--- src/hw/rtl/tkts_pkg.sv ---
`timescale 1ns / 1ps

package tkts_pkg;

   // Field widths.
   localparam int VALUE_W = 32;
   localparam int SUM_W   = 38;
   localparam int HELD_W  = 7;
   localparam int DELTA_W = VALUE_W + 1;

   // Stream data widths, padded to whole bytes.
   localparam int REQ_DATA_W = 32;
   localparam int RSP_FIELD_W = SUM_W + VALUE_W + HELD_W;
   localparam int RSP_DATA_W = ((RSP_FIELD_W + 7) / 8) * 8;
   localparam int RSP_PAD_W = RSP_DATA_W - RSP_FIELD_W;

   // Default chain depth and capacity register reset value.
   localparam int DEPTH_DEFAULT = 64;
   localparam logic [HELD_W-1:0] KEEP_RESET = 7'd64;

   // Operation broadcast to every cell of the chain.
   typedef enum logic [1:0] {
      OP_HOLD    = 2'd0,
      OP_INSERT  = 2'd1,
      OP_REPLACE = 2'd2
   } tkts_op_type;

   // What a cell shows its neighbors.
   typedef struct packed {
      logic                      valid;
      logic signed [VALUE_W-1:0] value;
      logic                      gt;   // empty, or holds more than the sample
      logic                      le;   // holds at most the sample
   } tkts_link_type;

   localparam tkts_link_type EDGE_LINK = '{valid: 1'b0, value: '0, gt: 1'b0, le: 1'b0};

endpackage

--- src/hw/rtl/tkts_cell.sv ---
`timescale 1ns / 1ps

// One slot of the ascending sorted chain. The smallest value sits in cell 0.
module tkts_cell
   import tkts_pkg::*;
(
   input  logic                      clock,
   input  logic                      reset,
   input  tkts_op_type               op,
   input  logic signed [VALUE_W-1:0] sample,
   input  tkts_link_type             left_link,
   input  tkts_link_type             right_link,
   output tkts_link_type             self_link
);

   logic                      valid_ff;
   logic                      valid_in;
   logic signed [VALUE_W-1:0] value_ff;
   logic signed [VALUE_W-1:0] value_in;
   logic                      gt;
   logic                      le;

   // Compare against the broadcast sample.
   assign gt = !valid_ff || (value_ff > sample);
   assign le = valid_ff && (value_ff <= sample);

   assign self_link = '{valid: valid_ff, value: value_ff, gt: gt, le: le};

   // Insert shifts larger values up; replace drops cell 0 and shifts smaller values down.
   always_comb begin
      valid_in = valid_ff;
      value_in = value_ff;
      case (op)
         OP_INSERT: begin
            if (left_link.gt) begin
               valid_in = left_link.valid;
               value_in = left_link.value;
            end else if (gt) begin
               valid_in = 1'b1;
               value_in = sample;
            end
         end
         OP_REPLACE: begin
            if (right_link.le) begin
               valid_in = right_link.valid;
               value_in = right_link.value;
            end else if (le) begin
               valid_in = 1'b1;
               value_in = sample;
            end
         end
         default: begin
            valid_in = valid_ff;
            value_in = value_ff;
         end
      endcase
   end

   // Occupancy flag.
   always_ff @(posedge clock) begin
      if (reset) begin
         valid_ff <= 1'b0;
      end else begin
         valid_ff <= valid_in;
      end
   end

   // Stored value.
   always_ff @(posedge clock) begin
      value_ff <= value_in;
   end

endmodule

--- config.mk ---
export PLATFORM = sky130hd
export DESIGN_NAME = tkts_cell
export DESIGN_NICKNAME = d
export VERILOG_FILES = /design/src/hw/rtl/tkts_pkg.sv /design/src/hw/rtl/tkts_cell.sv
export SDC_FILE = /design/constraint.sdc
export NUM_CORES = 1
export LEC_CHECK = 0
export ABC_CLOCK_PERIOD_IN_PS = 6700
export BUFFER_PORTS_ARGS = -buffer_cell sky130_fd_sc_hd__buf_4
export CORE_MARGIN = 2
export CORE_UTILIZATION = 40
export DETAILED_ROUTE_END_ITERATION = 7
export HOLD_SLACK_MARGIN = 0.02
export PLACE_DENSITY = 0.77
export SLEW_MARGIN = 40
export SYNTH_ARGS = -nofsm -noshare
export SYNTH_HDL_FRONTEND = slang
export SYNTH_SLANG_ARGS = --single-unit
--- constraint.sdc ---
create_clock -name clock -period 6.7 [get_ports clock]
set_clock_uncertainty 0.05 [all_clocks]
set_input_delay 1.675 -clock clock [delete_from_list [all_inputs] [get_ports clock]]
set_output_delay 1.675 -clock clock [all_outputs]
set_load 0.01 [all_outputs]
### Yosys cells after proc, flatten, opt, wreduce, memory -nomap -nowiden

Cells that the tools add are included.

* flip-flop bits (word level): 33
* input bits: 106
* output and inout bits: 35
* word-level logic and storage cells: 23

* magnitude comparators: 2
* equal/unequal tests: 4
* mux-type cells: 10
* reduce and logical (&&, ||, !) cells: 5

Operators by type and width (count)
* $mux 32: 4
* $pmux 32 s2: 1
* $gt 32x32->1: 1
* $le 32x32->1: 1
* $ne 3x3->1 const B: 2
* $mux 1: 4
* $reduce_and 3->1: 1
* $eq 2x1->1 const B: 1
* $eq 2x2->1 const B: 1
* $pmux 1 s2: 1
* $reduce_bool 2->1: 1
* $logic_and 1x1->1: 1
* $logic_not 1->1: 1
* $logic_or 1x1->1: 1

### Longest topological paths before layout

Gate-level depths: netlist of run 1.

* word-level depth: 5
* depth in mapped cells: 10
* gate-level depth less buffers: 9

### Worst setup path after synthesis of run 1

OpenSTA, ideal clock, no wires.

* path kind: input -> register
* start point: input sample[15]
* end point: register value_ff[0], enable pin
* library setup time: 0.466 ns
* data arrival time: 5.440 ns
* required time: 6.184 ns
* slack: 0.745 ns
* stages on the path: 8
* buffers on the path: 0
* path through: inv_1 -> ha_1 -> nand4_1 -> or4_1 -> a21o_1 -> a41oi_2 -> o31ai_1 -> o21ai_0

* cells in the longest elaborated chain, start to end: 4
* elaborated cells on any way between the ends: 7
* those cells by class: order compare (2); eq/ne (2); reduce/logical (3)

RTL lines
* from (decl): RTL line tkts_cell.sv:10 `input logic signed [VALUE_W-1:0] sample,`
* $le 32x32->1 or $gt 32x32->1 (tied branches): RTL line tkts_cell.sv:25, tkts_cell.sv:24
* $logic_and 1x1->1 or $logic_or 1x1->1 (tied branches): RTL line tkts_cell.sv:25, tkts_cell.sv:24
* $ne 3x3->1 (no line)
* $reduce_and 3->1 (no line) *
* to (signal assigned): RTL line tkts_cell.sv:70 `value_ff <= value_in;`
* to (decl): RTL line tkts_cell.sv:18 `logic signed [VALUE_W-1:0] value_ff;`

Every way passes the cells marked *; elsewhere a longest branch is shown, timed or not.
A chain may end at the register's enable or synchronous reset.

==> metrics.txt, run 1 <==
post-route fraction of the period consumed by the critical path between 80% and 90%; most used flip-flop cell after synthesis edfxtp_1; Syn Inst Count between 200 and 300; total CTS buffers 5; largest buffer count on any clock path 2; area of all placed cells without fillers 3610 µm²; total setup buffers inserted after CTS 0; buffer cell driving the clock tree root clkbuf_8; share of final-layout standard cells stronger than drive strength 1 between 30 and 40%; clock tree from TritonCTS done; Crit path required time roughly 5.0 ns; number of top-level design ports 141; initial antenna violation count 0; slew at the pin closest to its max-slew limit about 0.67 ns; row count 28; P&R area growth vs syn 48.9%; Power Total 0.000600 W; IR Drop Worst-Case VDD between 0.07 and 0.08 mV; post-detailed-route count of antenna-violating nets 0; wire length of the first global-routing pass between 10 and 15 mm; warnings from Yosys 0; Buffers on Ports ~140; post-route setup TNS 0 ns; number of distinct standard cells referenced by the synthesized netlist 33; average routed wire per standard cell 14.8 µm; via count roughly 2500; Hold WC Path Type register to register; unrepaired setup endpoints after global routing no; diodes inserted 0; type of element capturing the critical path output port; clock network latency to the later pin of the worst-skew pair between 0.2 and 0.3 ns; FF/Latch Area roughly 980 µm²; count of TritonRoute iterations in the first routing pass 4; sum of overflow across all layers after global routing 0; Via density 5.41; area of the core roughly 6000 µm²; final count of hold timing violations 0; Worst Path Max Fanout 3; fraction of registers with async set or reset after synthesis 0%; highest achievable clock rate roughly 0.19 GHz; total half-perimeter wirelength after legalization and detailed placement about 5.3 mm; number of sinks handled by clock tree synthesis 33; Total Die Area between 6000 and 7000 µm²; number of remaining DRC errors 0; Setup-failing EPs final 0; Starting Density between 40% and 50%; run status finished clean; number of buffers inserted for hold repair after clock tree synthesis 0; overall routed net length 6.81 mm; Critical Path, Cell by Cell buf_4, inv_1, ha_1, nand4_1, or4_1, o32ai_1, o21a_1, inv_1, buf_4; number of fill cells in the layout approximately 500; syn nets slightly below 400; CTS clock-pin slew for the worst setup and hold paths 0.07 ns; Final Max Tran Viols 0; type of element launching the critical path input pin; average size of a mapped cell 9.51 µm²; Finished Core Util between 60% and 70%; max-cap violation count 0; layout net count ~520; number of synthesized flops with an enable pin 32; vias in the first global route 2332; slowest stage delay, CP 0.61 ns; level count of the clock H-tree 2; multi-input gate area in the final layout approximately 1200 µm²; number of synthesized register bits 33; leakage component of the power 1.70 nW; instance area at placement roughly 3500 µm²; Die Y-Extent approximately 80 µm; Seq/Total Area, Yosys 40.4%; RD Place Congestion 0.761; remaining max-slew budget at the tightest pin 55.4%; largest net degree at the start of global routing between 60 and 70; area of the mapped netlist 2430 µm²; Horiz. Die Dim between 80 and 90 µm; Critical Path AT ~3.7 ns; slowest cell on the critical path or4_1; final critical-path required period 5.40 ns; number of DRC violations after detailed-routing iteration 0 83; critical path type input pin to output port; Total GRT Usage approximately 20%; power per standard cell area between 150 and 200 nW/µm²; count of instances resized after the clock tree is built 0
-- state kept, by name (all words and copies together), names as in the netlist --
name,flops
value_ff,32
valid_ff,1
-- critical path: cells and delay by family --
kind | cells | cell delay, ns
AO/OA/AOI/OAI | 2 | 0.66
AND/OR/NAND/NOR | 2 | 0.71
buffers and inverters | 4 | 0.30
adder cells (fa/ha/maj) | 1 | 0.31
-- synth_stat cells (all sizes together) (2+ instances only) --
cell    number  share of area (%)
o22ai       32                8.3
nor2b        4                1.0
a21o         3               0.93
a21oi       13                2.7
or4          4                1.2
nand2b       2               0.52
edfxtp      32                 40
o21ai        9                1.9
nand4        8                2.1
nor2         3               0.46
buf          6                1.4
clkbuf      10                1.5
o211ai       2               0.62
ha          32                 17
nand2        8                1.2
a31oi       32                8.3
inv         40                6.2
-- cells by family after synthesis --
group | Yosys count | share of synthesized area, %
adders and majority gates | 32 | 16.5
buffers and inverters | 56 | 9.13
and+or+nand+nor | 34 | 8.05
AOI/OAI and AO/OA | 100 | 25.9
DFF | 33 | 40.4
-- metrics by stage --
stage	hold slack (ns)	cells	worst slack [ns]
after floorplan	0.501	255	0.745
after global placement	0.551	452	1.28
after detailed placement	0.544	453	1.27
after CTS	0.562	461	1.26
after global routing	0.599	461	1.16
final	0.563	461	1.30
-- power breakdown --
part | internal, W | total [W] | switching (W)
registers | 0.000251 | 0.000261 | 0.00000998
logic | 0.0000996 | 0.000188 | 0.0000888
clock network | 0.0000717 | 0.000151 | 0.0000788
-- cells in the final DEF, fill, tap and decap left out, types with 4 or more instances in the layout --
master	count
or4_1	4
a21oi_1	13
o21ai_0	8
ha_1	32
nor2b_1	4
a31oi_1	32
nand4_1	8
nand2_1	7
inv_1	40
clkbuf_8	5
buf_4	138
edfxtp_1	32
o22ai_1	32
-- layer usage --
| metal | part of all wire [%] | vias to the layer above | wire, µm | GRT usage [%] |
|---|---|---|---|---|
| met5 | 0 | - | 0 | 0 |
| met4 | 1.0 | 0 | 69 | 5.67 |
| met3 | 9.0 | 6 | 616 | 5.49 |
| met2 | 49 | 95 | 3340 | 34.5 |
| met1 | 41 | 1148 | 2790 | 24.6 |
| li1 | - | 1247 | - | - |
-- final timing paths --
path,depth (start not counted),to,slack (ns),from
hold / removal,2,valid_ff,0.56,valid_ff
setup / recovery,9,self_link[1],1.30,sample[27]
setup reg to reg,8,value_ff[14],3.51,value_ff[11]
hold reg to reg,2,valid_ff,0.56,valid_ff
-- cell type report --
type                            count  area share (%)
Multi-Input combinational cell    166            34.6
Timing Repair Buffer              139            29.1
Sequential cell                    33            27.2
Inverter                           40            4.16
Tap cell                           75            2.60
Clock buffer                        5            1.91
Clock inverter                      3           0.485
Note: power is estimated with default switching activity, not from simulation.
==> inputs of run 2 (changes only) <==
--- a/config.mk
+++ b/config.mk
@@ -5,13 +5,13 @@
 export SDC_FILE = /design/constraint.sdc
 export NUM_CORES = 1
 export LEC_CHECK = 0
-export ABC_CLOCK_PERIOD_IN_PS = 6700
+export ABC_CLOCK_PERIOD_IN_PS = 4800
 export BUFFER_PORTS_ARGS = -buffer_cell sky130_fd_sc_hd__buf_4
 export CORE_MARGIN = 2
 export CORE_UTILIZATION = 40
 export DETAILED_ROUTE_END_ITERATION = 7
 export HOLD_SLACK_MARGIN = 0.02
-export PLACE_DENSITY = 0.77
+export PLACE_DENSITY = 0.8
 export SLEW_MARGIN = 40
 export SYNTH_ARGS = -nofsm -noshare
 export SYNTH_HDL_FRONTEND = slang
==> constraint.sdc (replaced) <==
create_clock -name clock -period 4.8 [get_ports clock]
set_clock_uncertainty 0.05 [all_clocks]
set_input_delay 1.2 -clock clock [delete_from_list [all_inputs] [get_ports clock]]
set_output_delay 1.2 -clock clock [all_outputs]
set_load 0.01 [all_outputs]
==> run 2 against run 1 <==
Flip-flop and latch count did not move; worst setup slack got worse by 0.96 ns; first-iteration DRC count rose by 29%; sequential power rose by 40%; cell area fell by 0.35%; die area did not move; sequential share of layout area rose by 0.094 points; count of clock-buffer cells in the layout did not move; critical path depth did not move.
==> metrics.txt, run 2 (synthesis results as in run 1) <==
run status finished clean; power per standard cell area 229 nW/µm² (+38%); level count of the clock H-tree 2 (unchanged); via count 2544 (+1.9%); combinational group share of total power 32.3% (+0.9 points); number of top-level design ports 141 (unchanged); Setup-failing EPs final 0 (unchanged); top library cells by usage in the layout, fill and taps aside buf_4 (138), inv_1 (40); diodes inserted 0 (unchanged); number of sinks handled by clock tree synthesis 33 (unchanged); reg-to-reg critical path startpoint value_ff[26]; post-route setup TNS 0 ns (unchanged); CTS clock-pin slew for the worst setup and hold paths 0.06 ns (about the same); final critical-path required period 4.46 ns; Hold WC Path Type register to register; top register by number of flip-flops value_ff; sum of overflow across all layers after global routing 0 (unchanged); Final Max Tran Viols 0 (unchanged); area of the core 5890 µm² (unchanged); registers with the most flip-flops value_ff (32), valid_ff (1); total buffers and inverters traversed by the critical path 4 (unchanged); slowest stage delay, CP 0.61 ns (about the same); post-route fraction of the period consumed by the critical path between 90 and 100%; post-detailed-route count of antenna-violating nets 0 (unchanged); slowest cell on the critical path or4_1; P&R area growth vs syn 48.4%; critical path type input pin to output port; total half-perimeter wirelength after legalization and detailed placement 5.48 mm (+3.6%); remaining max-slew budget at the tightest pin 55.3% (-0.097 points); count of instances resized after the clock tree is built 0 (unchanged); Die Y-Extent 81.9 µm (unchanged); most common cell after layout, fill and taps aside buf_4; clock tree from TritonCTS done; reg-to-reg slack, setup 1.62 ns (-1.89 ns); vias in the first global route 2424 (+3.9%); number of remaining DRC errors 0 (unchanged); average routed wire per standard cell 15.4 µm (+4.2%); largest net degree at the start of global routing 65 (unchanged); kind of cell adding the most delay to the critical path simple AND/OR/NAND/NOR gates; sequential group share of total power 44.3% (+0.8 points); unrepaired setup endpoints after global routing no; cell count after placement 453 (unchanged); net switching share of the total power 28.9% (-0.67 points); Switching Power 0.000238 W (+34%); critical path depth in cells 9 (unchanged); Total GRT Usage 20.9% (+0.87 points); total CTS buffers 5 (unchanged); count of TritonRoute iterations in the first routing pass 4 (unchanged); type of element launching the critical path input pin; leakage component of the power 1.70 nW (-0.24%); number of fill cells in the layout 509 (+0.79%); buffer cell driving the clock tree root clkbuf_8; final standard cell count with taps included and fillers excluded 459 (-0.43%); number of DRC violations after detailed-routing iteration 0 107 (+29%); Crit path required time 3.55 ns (-1.42 ns); max-cap violation count 0 (unchanged); clock network latency to the later pin of the worst-skew pair 0.28 ns (about the same); Largest register FFs 32 (unchanged); clock network power share 23.4% (-1.7 points); Starting Density 41.2% (unchanged); Buffers on Ports 138 (unchanged); type of element capturing the critical path output port; initial antenna violation count 0 (unchanged); cell depth of the worst flop-to-flop path 8 (unchanged); total setup buffers inserted after CTS 0 (unchanged); P_int 0.000585 W (+39%); largest buffer count on any clock path 2 (unchanged); Critical path destination self_link[1]; Via density 5.54 (+2.4%); Total Die Area 6700 µm² (unchanged); slew at the pin closest to its max-slew limit 0.671 ns (+0.00146 ns); layout net count 523 (unchanged); row count 28 (unchanged); Horiz. Die Dim 81.9 µm (unchanged); terminus of the critical flop-to-flop path value_ff[11]; Critical Path, Cell by Cell buf_4, inv_1, ha_1, nand4_1, or4_1, o32ai_1, o21a_1, inv_1, buf_4; RD Place Congestion 0.744 (-2.2%); share of final-layout standard cells stronger than drive strength 1 38.8% (-0.32 points); overall routed net length 7.07 mm (+3.8%); number of buffers inserted for hold repair after clock tree synthesis 0 (unchanged); Critical Path AT 3.21 ns (-0.46 ns); worst setup path start sample[19]; IR Drop Worst-Case VDD 0.110 mV (+48%); highest achievable clock rate between 0.2 and 0.25 GHz; final count of hold timing violations 0 (unchanged); Worst Path Max Fanout 3 (unchanged); wire length of the first global-routing pass 10.9 mm (+4.0%)
==> run 2: changes by cell type in the layout (fill, tap and decap cells not counted), sizes merged <==
cell / change
clkinv: -1
clkinvlp: -1
==> run 2: routing by layer <==
| metal | vias up | track usage, % | routed length [µm] |
|---|---|---|---|
| met5 | - | 0 | 0 |
| met4 | 0 | 6.00 | 98 |
| met3 | 10 | 5.71 | 636 |
| met2 | 104 | 36.2 | 3530 |
| met1 | 1181 | 25.4 | 2800 |
| li1 | 1249 | - | - |
==> run 2: layout make-up <==
class                      instances  area (µm²)  share of cell area [%]
sequential                        33         981                    27.3
multi-input combinational        166        1250                    34.7
inverter                          40         150                    4.17
timing repair buffer             139        1050                    29.2
tap                               75        93.8                    2.61
clock buffer                       5        68.8                    1.91
clock inverter                     1        5.00                   0.139
==> run 2: metrics by stage <==
| step | total power (W) | hold WS (ns) | utilization (%) | instance area [µm²] | worst slack [ns] |
|---|---|---|---|---|---|
| floorplan | 0.000499 | 0.501 | - | 2430 | 0.184 |
| global placement | 0.000623 | 0.550 | 59.5 | 3500 | 0.341 |
| detailed placement | 0.000636 | 0.559 | 59.9 | 3530 | 0.311 |
| CTS | 0.000833 | 0.570 | 61.2 | 3600 | 0.311 |
| global route | 0.000871 | 0.609 | 61.2 | 3600 | 0.176 |
| finish | 0.000823 | 0.580 | 61.2 | 3600 | 0.342 |
==> run 2: how the worst min path moves through the flow <==
| stage | startpoint | slack (ns) | cells after the start | endpoint |
|---|---|---|---|---|
| finish | valid_ff | 0.58 | 2 | valid_ff |
| global route | valid_ff | 0.61 | 2 | valid_ff |
| CTS | valid_ff | 0.57 | 2 | valid_ff |
| detailed placement | valid_ff | 0.56 | 2 | valid_ff |
| global placement | valid_ff | 0.55 | 2 | valid_ff |
| floorplan | valid_ff | 0.50 | 2 | valid_ff |
==> run 2: tightest hold or removal path, delay by kind of cell, from the launching register on <==
family / cells / cell delay, ns
simple gates: 2 / 0.21
flops: 1 / 0.36
==> run 2: power groups by stage <==
| stage | Sequential [W] | Clock [W] | Combinational, W |
|---|---|---|---|
| 6_report | 0.000365 | 0.000193 | 0.000266 |
| 2_1_floorplan | 0.000381 | 0 | 0.000118 |
| 4_1_cts | 0.000365 | 0.000202 | 0.000267 |
| 3_5_place_dp | 0.000371 | 0 | 0.000265 |
| 3_3_place_gp | 0.000369 | 0 | 0.000254 |
| 5_1_grt | 0.000368 | 0.000208 | 0.000295 |
==> inputs of run 3 (changes only) <==
--- a/config.mk
+++ b/config.mk
@@ -12,6 +12,7 @@
 export DETAILED_ROUTE_END_ITERATION = 7
 export HOLD_SLACK_MARGIN = 0.02
 export PLACE_DENSITY = 0.8
+export RECOVER_POWER = 50
 export SLEW_MARGIN = 40
 export SYNTH_ARGS = -nofsm -noshare
 export SYNTH_HDL_FRONTEND = slang
==> run 3 against run 2 <==
The flow now finishes with violations (max-capacitance violations, max-slew violations); hold slack lost 0.012 ns; count of clock-buffer cells in the layout unchanged; flip-flop and latch count did not move; combinational power shrank 7%; non-clock buffer count stayed put; worst setup slack got worse by 0.0032 ns.
==> metrics.txt, run 3 (synthesis results as in run 1) <==
via count 2551 (+0.28%); wire length of the first global-routing pass 10.9 mm (unchanged); Hold WC Path Type register to register; Setup-failing EPs final 0 (unchanged); number of DRC violations after detailed-routing iteration 0 105 (-1.9%); power per standard cell area 233 nW/µm² (+1.8%); top library cells by usage in the layout, fill and taps aside buf_4 (104), inv_1 (40), clkbuf_1 (34); cell count after placement 453 (unchanged); clock tree from TritonCTS done; leakage component of the power 1.57 nW (-7.4%); number of top-level design ports 141 (unchanged); highest achievable clock rate 0.224 GHz (about the same); overall routed net length 7.14 mm (+1.0%); max-cap violation count 1 (+1); slowest stage delay, CP 0.61 ns (about the same); total half-perimeter wirelength after legalization and detailed placement 5.48 mm (unchanged); diodes inserted 0 (unchanged); type of element launching the critical path input pin; Crit path required time 3.55 ns (about the same); combinational group share of total power 30.8% (-1.5 points); clock network latency to the later pin of the worst-skew pair 0.28 ns (about the same); run status finished with violations; layout net count 523 (unchanged); type of element capturing the critical path output port; number of remaining DRC errors 0 (unchanged); Buffers on Ports 138 (unchanged); largest net degree at the start of global routing 65 (unchanged); vias in the first global route 2424 (unchanged); total buffers and inverters traversed by the critical path 4 (unchanged); Total Die Area 6700 µm² (unchanged); remaining max-slew budget at the tightest pin -51.9% (-110 points); Critical Path AT 3.21 ns (about the same); P_int 0.000567 W (-3.0%); sequential group share of total power 45.2% (+0.9 points); Horiz. Die Dim 81.9 µm (unchanged); critical path type input pin to output port; number of buffers inserted for hold repair after clock tree synthesis 0 (unchanged); slowest cell on the critical path or4_1; Final Max Tran Viols 65 (+65); violated checks max-capacitance violations, max-slew violations; post-route setup TNS 0 ns (unchanged); row count 28 (unchanged); P&R area growth vs syn 42.8%; Critical Path, Cell by Cell buf_4, inv_1, ha_1, nand4_1, or4_1, o32ai_1, o21a_1, inv_1, buf_4; total setup buffers inserted after CTS 0 (unchanged); unrepaired setup endpoints after global routing no; post-route fraction of the period consumed by the critical path 92.9% (about the same); total CTS buffers 5 (unchanged); final standard cell count with taps included and fillers excluded 459 (unchanged); count of TritonRoute iterations in the first routing pass 4 (unchanged); CTS clock-pin slew for the worst setup and hold paths 0.06 ns (about the same); Starting Density 41.2% (unchanged); final critical-path required period 4.46 ns (+0.00322 ns); initial antenna violation count 0 (unchanged); slew at the pin closest to its max-slew limit 2.28 ns (+1.61 ns); area of the core 5890 µm² (unchanged); largest buffer count on any clock path 2 (unchanged); number of fill cells in the layout 548 (+7.7%); Worst Path Max Fanout 3 (unchanged); net switching share of the total power 29.7% (+0.71 points); Total GRT Usage 20.9% (unchanged); most common cell after layout, fill and taps aside buf_4; Switching Power 0.000239 W (+0.38%); top register by number of flip-flops value_ff; clock network power share 24.0% (+0.6 points); post-detailed-route count of antenna-violating nets 0 (unchanged); number of sinks handled by clock tree synthesis 33 (unchanged); count of instances resized after the clock tree is built 0 (unchanged); kind of cell adding the most delay to the critical path simple AND/OR/NAND/NOR gates; buffer cell driving the clock tree root clkbuf_8; IR Drop Worst-Case VDD 0.106 mV (-4.0%); Die Y-Extent 81.9 µm (unchanged); RD Place Congestion 0.744 (unchanged); registers with the most flip-flops value_ff (32), valid_ff (1); Largest register FFs 32 (unchanged); Via density 5.56 (+0.28%); share of final-layout standard cells stronger than drive strength 1 29.7% (-9.1 points); final count of hold timing violations 0 (unchanged); level count of the clock H-tree 2 (unchanged); average routed wire per standard cell 15.6 µm (+1.0%); sum of overflow across all layers after global routing 0 (unchanged)
[run 3: cell types whose count changed in the layout (fill, tap and decap cells not counted), sizes merged]
cell | previous run | this run
buf | 139 | 105
clkbuf | 5 | 39
[run 3: layout make-up]
cell class                      instances  area [µm²]  share of cell area (%)
Multi-Input combinational cell        166        1240                    35.9
Inverter                               40         150                    4.33
Clock buffer                            5        68.8                    1.99
Clock inverter                          1        5.00                   0.144
Tap cell                               75        93.8                    2.71
Timing Repair Buffer                  139         923                    26.7
Sequential cell                        33         981                    28.3
[run 3: power by group through the flow]
stage	clock, W	combinational (W)	sequential, W
after global placement	0	0.000254	0.000369
final	0.000194	0.000248	0.000364
after detailed placement	0	0.000265	0.000371
after global routing	0.000208	0.000277	0.000367
after CTS	0.000202	0.000267	0.000365
after floorplan	0	0.000118	0.000381
[run 3: per-stage QoR]
| step | setup WS, ns | util [%] | hold slack (ns) | total power (W) | area, µm² |
|---|---|---|---|---|---|
| 4_1_cts | 0.311 | 61.2 | 0.570 | 0.000833 | 3600 |
| 6_report | 0.339 | 58.9 | 0.568 | 0.000806 | 3460 |
| 2_1_floorplan | 0.184 | - | 0.501 | 0.000499 | 2430 |
| 3_5_place_dp | 0.311 | 59.9 | 0.559 | 0.000636 | 3530 |
| 3_3_place_gp | 0.341 | 59.5 | 0.550 | 0.000623 | 3500 |
| 5_1_grt | 0.176 | 58.9 | 0.609 | 0.000853 | 3460 |
[run 3: worst register-to-register path: cells and delay by family, from the launching register on]
| kind | cells | cell delay (ns) |
|---|---|---|
| adder cells (fa/ha/maj) | 1 | 0.33 |
| AO/OA/AOI/OAI | 4 | 1.08 |
| flip-flops | 1 | 0.40 |
| buffers and inverters | 1 | 0.26 |
| AND/OR/NAND/NOR | 2 | 0.74 |
[run 3: per-layer routing]
| metal | track usage [%] | up-vias | wire length, µm |
|---|---|---|---|
| met5 | 0 | - | 0 |
| met4 | 6.00 | 0 | 82 |
| met3 | 5.71 | 8 | 660 |
| met2 | 36.2 | 109 | 3580 |
| met1 | 25.4 | 1187 | 2820 |
| li1 | - | 1247 | - |
[run 3: final timing paths]
check	startpoint	end	slack (ns)	cells past startpoint
setup reg to reg	value_ff[19]	value_ff[14]	1.62	8
hold reg to reg	valid_ff	valid_ff	0.57	2
setup / recovery	sample[19]	self_link[1]	0.34	9
hold / removal	valid_ff	valid_ff	0.57	2
